## config.mk

```make
export PLATFORM = sky130hd
export DESIGN_NAME = point_list_store_with_radius_query_top
export DESIGN_NICKNAME = d
export VERILOG_FILES = /design/src/design/plst_pkg.sv /design/src/design/plst_ram.sv /design/src/design/point_list_store_with_radius_query_top.sv
export SDC_FILE = /design/constraint.sdc
export NUM_CORES = 2
export LEC_CHECK = 0
export ABC_AREA = 1
export BUFFER_PORTS_ARGS = -buffer_cell sky130_fd_sc_hd__buf_2
export CAP_MARGIN = 25
export CORE_AREA = 10 10 564 566
export CTS_CLUSTER_DIAMETER = 80
export DETAILED_ROUTE_END_ITERATION = 6
export DIE_AREA = 0 0 574 576
export PLACE_DENSITY = 0.53
export SETUP_SLACK_MARGIN = 0.15
export SKIP_LAST_GASP = 1
export SYNTH_ARGS = -nofsm -noshare
export SYNTH_HDL_FRONTEND = slang
export SYNTH_SLANG_ARGS = --single-unit
```

## constraint.sdc

```tcl
create_clock -name clk -period 19.6 [get_ports clk]
set_input_delay 0.98 -clock clk [delete_from_list [all_inputs] [get_ports clk]]
set_output_delay 0.98 -clock clk [all_outputs]
set_load 0.05 [all_outputs]
```

## src/design/plst_pkg.sv

```systemverilog
`default_nettype none

package plst_pkg;

  // fixed field widths of the item and result beats
  localparam int KIND_W   = 3;
  localparam int STATUS_W = 2;
  localparam int RADIUS_W = 15;
  localparam int CNT_W    = 7;

  // operation codes carried in kind
  typedef enum logic [KIND_W-1:0] {
    KIND_INSERT = 3'd0,
    KIND_POP    = 3'd1,
    KIND_REMOVE = 3'd2,
    KIND_COUNT  = 3'd3,
    KIND_RANGE  = 3'd4
  } kind_t;

  // result status codes
  typedef enum logic [STATUS_W-1:0] {
    ST_OK      = 2'd0,
    ST_EMPTY   = 2'd1,
    ST_FULL    = 2'd2,
    ST_NOMATCH = 2'd3
  } status_t;

endpackage

`default_nettype wire

```

## src/design/plst_ram.sv

```systemverilog
`default_nettype none

module plst_ram #(
  parameter int WIDTH = 32,
  parameter int DEPTH = 64
) (
  input  wire logic                                   clk,
  input  wire logic                                   we,
  input  wire logic [((DEPTH > 1) ? $clog2(DEPTH) : 1)-1:0] waddr,
  input  wire logic [WIDTH-1:0]                       wdata,
  input  wire logic [((DEPTH > 1) ? $clog2(DEPTH) : 1)-1:0] raddr,
  output logic      [WIDTH-1:0]                       rdata
);

  logic [WIDTH-1:0] mem [DEPTH];

  always_ff @(posedge clk) begin
    if (we) begin
      mem[waddr] <= wdata;
    end
    rdata <= mem[raddr];
  end

endmodule

`default_nettype wire

```

## src/design/point_list_store_with_radius_query_top.sv

```systemverilog
`default_nettype none

// flow: insert, remove newest, unused kinds and items on an empty list go straight to the finish
//   state, which loads their single result; scans do one ram read (load) and one compare (eval)
//   per stored point walked, and a middle removal adds one shift step per point moved down
// throughput: one item at a time; the next item beat is taken once the last result is loaded
// reset: rst clears the point count and all handshake state; the point ram is not cleared,
//   since only entries below the count are ever used
module point_list_store_with_radius_query_top
  import plst_pkg::*;
#(
  parameter int DEPTH      = 64,
  parameter int COORD_BITS = 16
) (
  input  wire logic                  clk,
  input  wire logic                  rst,
  // item channel
  input  wire logic                  in_valid,
  output logic                       in_ready,
  input  wire logic [KIND_W-1:0]     kind,
  input  wire logic [COORD_BITS-1:0] x_coord,
  input  wire logic [COORD_BITS-1:0] y_coord,
  input  wire logic [RADIUS_W-1:0]   radius,
  // result channel
  output logic                       out_valid,
  input  wire logic                  out_ready,
  output logic [STATUS_W-1:0]        status,
  output logic                       point_valid,
  output logic [COORD_BITS-1:0]      out_x,
  output logic [COORD_BITS-1:0]      out_y,
  output logic [CNT_W-1:0]           match_count,
  output logic [CNT_W-1:0]           occupancy,
  output logic                       last
);

  localparam int AW    = (DEPTH > 1) ? $clog2(DEPTH) : 1;
  localparam int CW    = $clog2(DEPTH + 1);
  localparam int CB    = COORD_BITS;
  localparam int SQ_W  = 2 * CB;
  localparam int LIM_W = 2 * RADIUS_W;
  localparam int CMP_W = (SQ_W + 1 > LIM_W) ? SQ_W + 1 : LIM_W;

  // the ram holds points oldest first: physical entry count-1 is the newest point,
  // so logical order (newest first) is a walk from count-1 down to 0
  typedef enum logic [2:0] {
    S_IDLE,
    S_LOAD,
    S_EVAL,
    S_SHIFT,
    S_TAIL,
    S_FINISH
  } state_t;

  state_t              state;
  logic [CW-1:0]       count;
  logic [AW-1:0]       idx;
  logic [KIND_W-1:0]   kind_r;
  logic [CB-1:0]       key_x;
  logic [CB-1:0]       key_y;
  logic [RADIUS_W-1:0] rad_r;
  logic [CB-1:0]       pt_x;
  logic [CB-1:0]       pt_y;
  logic [SQ_W-1:0]     sq_x;
  logic [SQ_W-1:0]     sq_y;
  logic [LIM_W-1:0]    lim;
  logic [CW-1:0]       hits;
  status_t             res_status;

  // one range-query hit held back so the final one can carry last
  logic                pend_valid;
  logic [CB-1:0]       pend_x;
  logic [CB-1:0]       pend_y;

  // ram ports
  logic                ram_we;
  logic [AW-1:0]       ram_waddr;
  logic [2*CB-1:0]     ram_wdata;
  logic [AW-1:0]       ram_raddr;
  logic [2*CB-1:0]     ram_rdata;

  logic                accept;
  logic                out_free;
  logic                is_full;
  logic                is_empty;
  logic [AW-1:0]       top_addr;
  logic                is_match;
  logic                in_range;
  logic                rm_hit;
  logic                scan_end;
  logic                eval_stall;
  logic [CB-1:0]       mag_x;
  logic [CB-1:0]       mag_y;
  logic [SQ_W-1:0]     sq_x_c;
  logic [SQ_W-1:0]     sq_y_c;

  function automatic logic [CB-1:0] mag(input logic [CB-1:0] v);
    mag = v[CB-1] ? ((~v) + CB'(1)) : v;
  endfunction

  plst_ram #(
    .WIDTH (2 * CB),
    .DEPTH (DEPTH)
  ) u_store (
    .clk   (clk),
    .we    (ram_we),
    .waddr (ram_waddr),
    .wdata (ram_wdata),
    .raddr (ram_raddr),
    .rdata (ram_rdata)
  );

  assign in_ready = (state == S_IDLE);
  assign accept   = in_valid && in_ready;
  // result register may be reloaded when empty or drained this cycle
  assign out_free = !out_valid || out_ready;
  assign is_full  = (count == CW'(DEPTH));
  assign is_empty = (count == '0);
  assign top_addr = AW'(count - CW'(1));

  // squares of the point just read, registered before the compare
  assign mag_x  = mag(ram_rdata[2*CB-1:CB]);
  assign mag_y  = mag(ram_rdata[CB-1:0]);
  assign sq_x_c = SQ_W'(mag_x) * SQ_W'(mag_x);
  assign sq_y_c = SQ_W'(mag_y) * SQ_W'(mag_y);

  assign is_match   = (pt_x == key_x) && (pt_y == key_y);
  assign in_range   = (CMP_W'(sq_x) + CMP_W'(sq_y)) <= CMP_W'(lim);
  assign rm_hit     = (kind_r == KIND_REMOVE) && is_match;
  assign scan_end   = (idx == '0);
  // a second hit needs the result register to pass on the held one
  assign eval_stall = (kind_r == KIND_RANGE) && in_range && pend_valid && !out_free;

  // ram access; reads are free of side effects so the read address only matters
  // where a later state uses the data
  always_comb begin
    ram_we    = 1'b0;
    ram_waddr = AW'(count);
    ram_wdata = {x_coord, y_coord};
    ram_raddr = top_addr;
    unique case (state)
      S_IDLE: begin
        // insert lands directly above the current newest point
        ram_we = accept && (kind == KIND_INSERT) && !is_full;
      end
      S_EVAL: begin
        ram_raddr = rm_hit ? (idx + AW'(1)) : (idx - AW'(1));
      end
      S_SHIFT: begin
        // move the entry read last cycle one place down, fetch the next one
        ram_we    = 1'b1;
        ram_waddr = idx - AW'(1);
        ram_wdata = ram_rdata;
        ram_raddr = idx + AW'(1);
      end
      default: begin
      end
    endcase
  end

  always_ff @(posedge clk) begin
    if (rst) begin
      state      <= S_IDLE;
      count      <= '0;
      out_valid  <= 1'b0;
      pend_valid <= 1'b0;
    end else begin
      if (out_valid && out_ready) begin
        out_valid <= 1'b0;
      end

      unique case (state)
        S_IDLE: begin
          if (accept) begin
            kind_r     <= kind;
            key_x      <= x_coord;
            key_y      <= y_coord;
            rad_r      <= radius;
            hits       <= '0;
            pend_valid <= 1'b0;
            idx        <= top_addr;
            res_status <= ST_OK;
            state      <= S_FINISH;
            unique case (kind)
              KIND_INSERT: begin
                if (is_full) begin
                  res_status <= ST_FULL;
                end else begin
                  count <= count + CW'(1);
                end
              end
              KIND_POP: begin
                if (is_empty) begin
                  res_status <= ST_EMPTY;
                end else begin
                  count <= count - CW'(1);
                end
              end
              KIND_REMOVE, KIND_RANGE: begin
                if (is_empty) begin
                  res_status <= ST_EMPTY;
                end else begin
                  state <= S_LOAD;
                end
              end
              KIND_COUNT: begin
                if (!is_empty) begin
                  state <= S_LOAD;
                end
              end
              default: begin
              end
            endcase
          end
        end

        S_LOAD: begin
          pt_x  <= ram_rdata[2*CB-1:CB];
          pt_y  <= ram_rdata[CB-1:0];
          sq_x  <= sq_x_c;
          sq_y  <= sq_y_c;
          lim   <= LIM_W'(rad_r) * LIM_W'(rad_r);
          state <= S_EVAL;
        end

        S_EVAL: begin
          if (!eval_stall) begin
            if ((kind_r == KIND_COUNT) && is_match) begin
              hits <= hits + CW'(1);
            end
            if ((kind_r == KIND_RANGE) && in_range) begin
              pend_valid <= 1'b1;
              pend_x     <= pt_x;
              pend_y     <= pt_y;
              if (pend_valid) begin
                out_valid   <= 1'b1;
                status      <= ST_OK;
                point_valid <= 1'b1;
                out_x       <= pend_x;
                out_y       <= pend_y;
                match_count <= '0;
                occupancy   <= CNT_W'(count);
                last        <= 1'b0;
              end
            end

            if (rm_hit) begin
              if (idx == top_addr) begin
                // newest-end match: nothing to compact
                count      <= count - CW'(1);
                res_status <= ST_OK;
                state      <= S_FINISH;
              end else begin
                idx   <= idx + AW'(1);
                state <= S_SHIFT;
              end
            end else if (scan_end) begin
              res_status <= (kind_r == KIND_REMOVE) ? ST_NOMATCH : ST_OK;
              state      <= (kind_r == KIND_RANGE) ? S_TAIL : S_FINISH;
            end else begin
              idx   <= idx - AW'(1);
              state <= S_LOAD;
            end
          end
        end

        S_SHIFT: begin
          if (idx == top_addr) begin
            count      <= count - CW'(1);
            res_status <= ST_OK;
            state      <= S_FINISH;
          end else begin
            idx <= idx + AW'(1);
          end
        end

        S_TAIL: begin
          if (out_free) begin
            out_valid   <= 1'b1;
            status      <= pend_valid ? ST_OK : ST_NOMATCH;
            point_valid <= pend_valid;
            out_x       <= pend_valid ? pend_x : '0;
            out_y       <= pend_valid ? pend_y : '0;
            match_count <= '0;
            occupancy   <= CNT_W'(count);
            last        <= 1'b1;
            pend_valid  <= 1'b0;
            state       <= S_IDLE;
          end
        end

        S_FINISH: begin
          if (out_free) begin
            out_valid   <= 1'b1;
            status      <= res_status;
            point_valid <= 1'b0;
            out_x       <= '0;
            out_y       <= '0;
            match_count <= CNT_W'(hits);
            occupancy   <= CNT_W'(count);
            last        <= 1'b1;
            state       <= S_IDLE;
          end
        end

        default: begin
          state <= S_IDLE;
        end
      endcase
    end
  end

  // point count never passes the store depth
  a_count_bound: assert property (@(posedge clk) disable iff (rst)
    count <= CW'(DEPTH))
    else $error("point count above depth");

  // a held-back hit only exists while a range query runs
  a_pend_range: assert property (@(posedge clk) disable iff (rst)
    pend_valid |-> (kind_r == KIND_RANGE) && (state != S_IDLE) && (state != S_FINISH))
    else $error("held hit outside range query");

  // compaction only moves entries that lie above the removed one and below the count
  a_shift_bound: assert property (@(posedge clk) disable iff (rst)
    (state == S_SHIFT) |-> (idx != '0) && (idx <= top_addr) && !is_empty)
    else $error("compaction index out of range");

  // a result beat loaded while scanning is never the final one
  a_mid_not_last: assert property (@(posedge clk) disable iff (rst)
    ($past(state) == S_EVAL) && $rose(out_valid) |-> !last && point_valid)
    else $error("mid-scan beat marked last");

endmodule

`default_nettype wire

```

==> results.toml <==
[outcome]
status = "finished, final reports clean"

[detailed_routing]
drtAntennaViolNets = 0
wire_per_inst_um = 24.8
wl_um = 349000
dr.pass1.iters = 6
drt-initial-drc-count = 6933
vias = 74900
vias_per_cell = 5.32
drc = 0

[critical_path]
reg2reg_to = "sq_x[27]"
regToRegSetupSlack_ns = 11.02
max_stage_delay_ns = 0.70
endpoint_kind = "flop"
crit_required_ns = 20.16
critPathMaxFanout = 19
crit_path_start_kind = "flop"
r2r_start = "u_store.rdata[16]"
criticalPathCategory = "flop to flop"
crit_slowest_cell = "xor2_1"
cp.arrival_ns = 9.14
ff2ff_path_depth = 29

[logic_synthesis]
yosys.cell_count.top_type = "edfxtp_1"
synth_top_area_share = 0.585
syn_inst = 9612
synthDistinctLibCells = 56
synthTopCellsByArea = "edfxtp_1 58%, mux2i_1 8.6%, fa_1 7.8%, nand3_1 6.3%, nand2_1 4.3%"
synth_ff_type = "edfxtp_1"
synth_warnings = 0
syn_avg_cell_area_um2 = 12.4
ys_ff_latch = 2360
yosys.area.top_type = "edfxtp_1"
synthArstFlopShare = 0
synth-edff-count = 2316
ys_seq_area_frac = 0.592
synth_area_um2 = 119000
synth_common_cells = "2316 x edfxtp_1, 1499 x nand3_1, 1363 x nand2_1"

[sta]
rsz0062_at_grt = "no"
finalCritPeriodShare = 0.438
max_freq_ghz = 0.117
fin_crit_ns = 8.58
setup_viol = 0
slew_viol_final = 0
maxSlewHeadroom = 0.250
tightest_slew_ns = 1.12
tns_ns = 0
hold_viol_final = 0
skew_ns = 0.0735

[finish]
final_area_um2 = 133000
syn_to_final_growth_pct = 12.1
fin_cells = 14100
nets = 10600
drive_gt1_frac = 0.0791

[global_route]
antenna_found_initial = 14
grt_max_degree = 130
grt_first_pass_wirelength_um = 508000
first_global_vias = 74800
grt-ovfl-total = 0
gr-usage-all-layers = 0.203

[min_path]
holdPathEnd = "rad_r[7]"
holdCritStartpoint = "radius[7]"
hp-class = "input port to flop"
hold_depth = 1

[die]
ios = 106
start_util = 0.387
dieWidth_um = 574
die_y_um = 576
core-area_um2 = 307000
dieArea_um2 = 331000
row_count = 204

[placed_design]
port_buffers = 105
placed_cell_area_um2 = 125000
dp_hpwl_um = 216000
place_congestion = 0.881
dp_cells = 13600

[cts]
clk_pin_slew_ns = 0.06
cts_buffers = 266
cts_setup_buffers = 0
ctsHtreeMaxLevel = 5
post_cts_resized = 0
root_buffer = "clkbuf_16"
cts_tree = "done"
clk_latency_ns = 0.85
hold_buffers = 0
clk_path_buf_depth = 4
cts_sinks = 2360

[flow_run]
maxCapViolations = 0
==> cells by family after synthesis <==
kind of cell,synth area share
other cells,0.0000632
compound gates,0.0173
buf+inv,0.0519
flops,0.592
simple gates,0.125
mux,0.0862
xor+xnor,0.0117
fa+ha+maj,0.116
==> flip-flops by register name, indices dropped and copies added (netlist names), 29 cells and up <==
| register | cells |
|---|---|
| lim | 29 |
| u_store.rdata | 32 |
| u_store.mem | 2048 |
| sq_y | 30 |
| sq_x | 30 |
==> per-stage QoR <==
step | hold slack (ns) | setup WS [ns] | util
after floorplan | 0.406 | 6.35 | -
after global placement | 0.466 | 10.96 | 0.406
after detailed placement | 0.476 | 10.87 | 0.407
after CTS | 0.242 | 10.87 | 0.433
after global routing | 0.276 | 10.22 | 0.434
final | 0.311 | 11.02 | 0.434
==> cell type report <==
| type | instances | area [um2] |
|---|---|---|
| multi-input combinational | 5777 | 43300 |
| tap | 4120 | 5150 |
| sequential | 2360 | 70400 |
| antenna | 13 | 32.5 |
| inverter | 1050 | 3960 |
| timing repair buffer | 303 | 2340 |
| clock buffer | 335 | 7080 |
| clock inverter | 118 | 945 |
| fill | 28200 | 174000 |
==> metal layers <==
layer | routed length (um) | global-route usage | vias to the layer above
li1 | - | - | 33900
met1 | 158000 | 0.294 | 38200
met2 | 156000 | 0.316 | 2326
met3 | 23300 | 0.0334 | 481
met4 | 11100 | 0.0624 | 6
met5 | 41 | 0 | -
==> critical path, delay by kind of cell (launching register included) <==
kind                       cells  cell delay (ns)
AOI/OAI and AO/OA              5             1.06
xor gates and xnor gates       2             0.86
adders and majority gates      8             3.57
buffers and inverters          8             1.51
DFF                            1             0.37
and+or+nand+nor                6             0.93
==> worst max-delay path by stage <==
| stage | start | endpoint | slack [ns] |
|---|---|---|---|
| after floorplan | rst | lim[0] | 6.35 |
| after global placement | u_store.rdata[16] | sq_x[27] | 10.96 |
| after detailed placement | u_store.rdata[16] | sq_x[27] | 10.87 |
| after CTS | u_store.rdata[16] | sq_x[27] | 10.87 |
| after global routing | u_store.rdata[16] | sq_x[27] | 10.22 |
| final | u_store.rdata[16] | sq_x[27] | 11.02 |
==> layout by cell type, fill, tap and decap left out, types with 8 or more instances in the layout <==
cell       Yosys  layout
buf_4         30     172
xor2_1       112     112
o21ai_1        8      10
diode_2        0      13
bufinv_16      0      11
o211ai_1      11      11
nand3_1     1499    1498
o21ai_4        0      32
inv_6          0      11
buf_2        246     107
a21oi_1      163     162
inv_1       1027    1026
nand2_1     1363    1362
nor2_1       405     339
dfxtp_1       44      44
o21ai_0      123      88
edfxtp_1    2316    2316
clkbuf_16      0     272
conb_1         2      22
clkinv_2       0      25
mux2i_1     1024    1024
buf_12         0      17
clkbuf_1     135      59
nand4_1       33      33
a31oi_1       19      19
fa_1         463     463
xnor2_1       47      47
ha_1         357     357
nor2_4         4      70
inv_2         10       8
clkinv_1      13      70
nor3_1        39      39
Power is left out: the tool's default activity adds up to more than one toggle a clock period on the data nets, which glitch-free logic cannot reach.
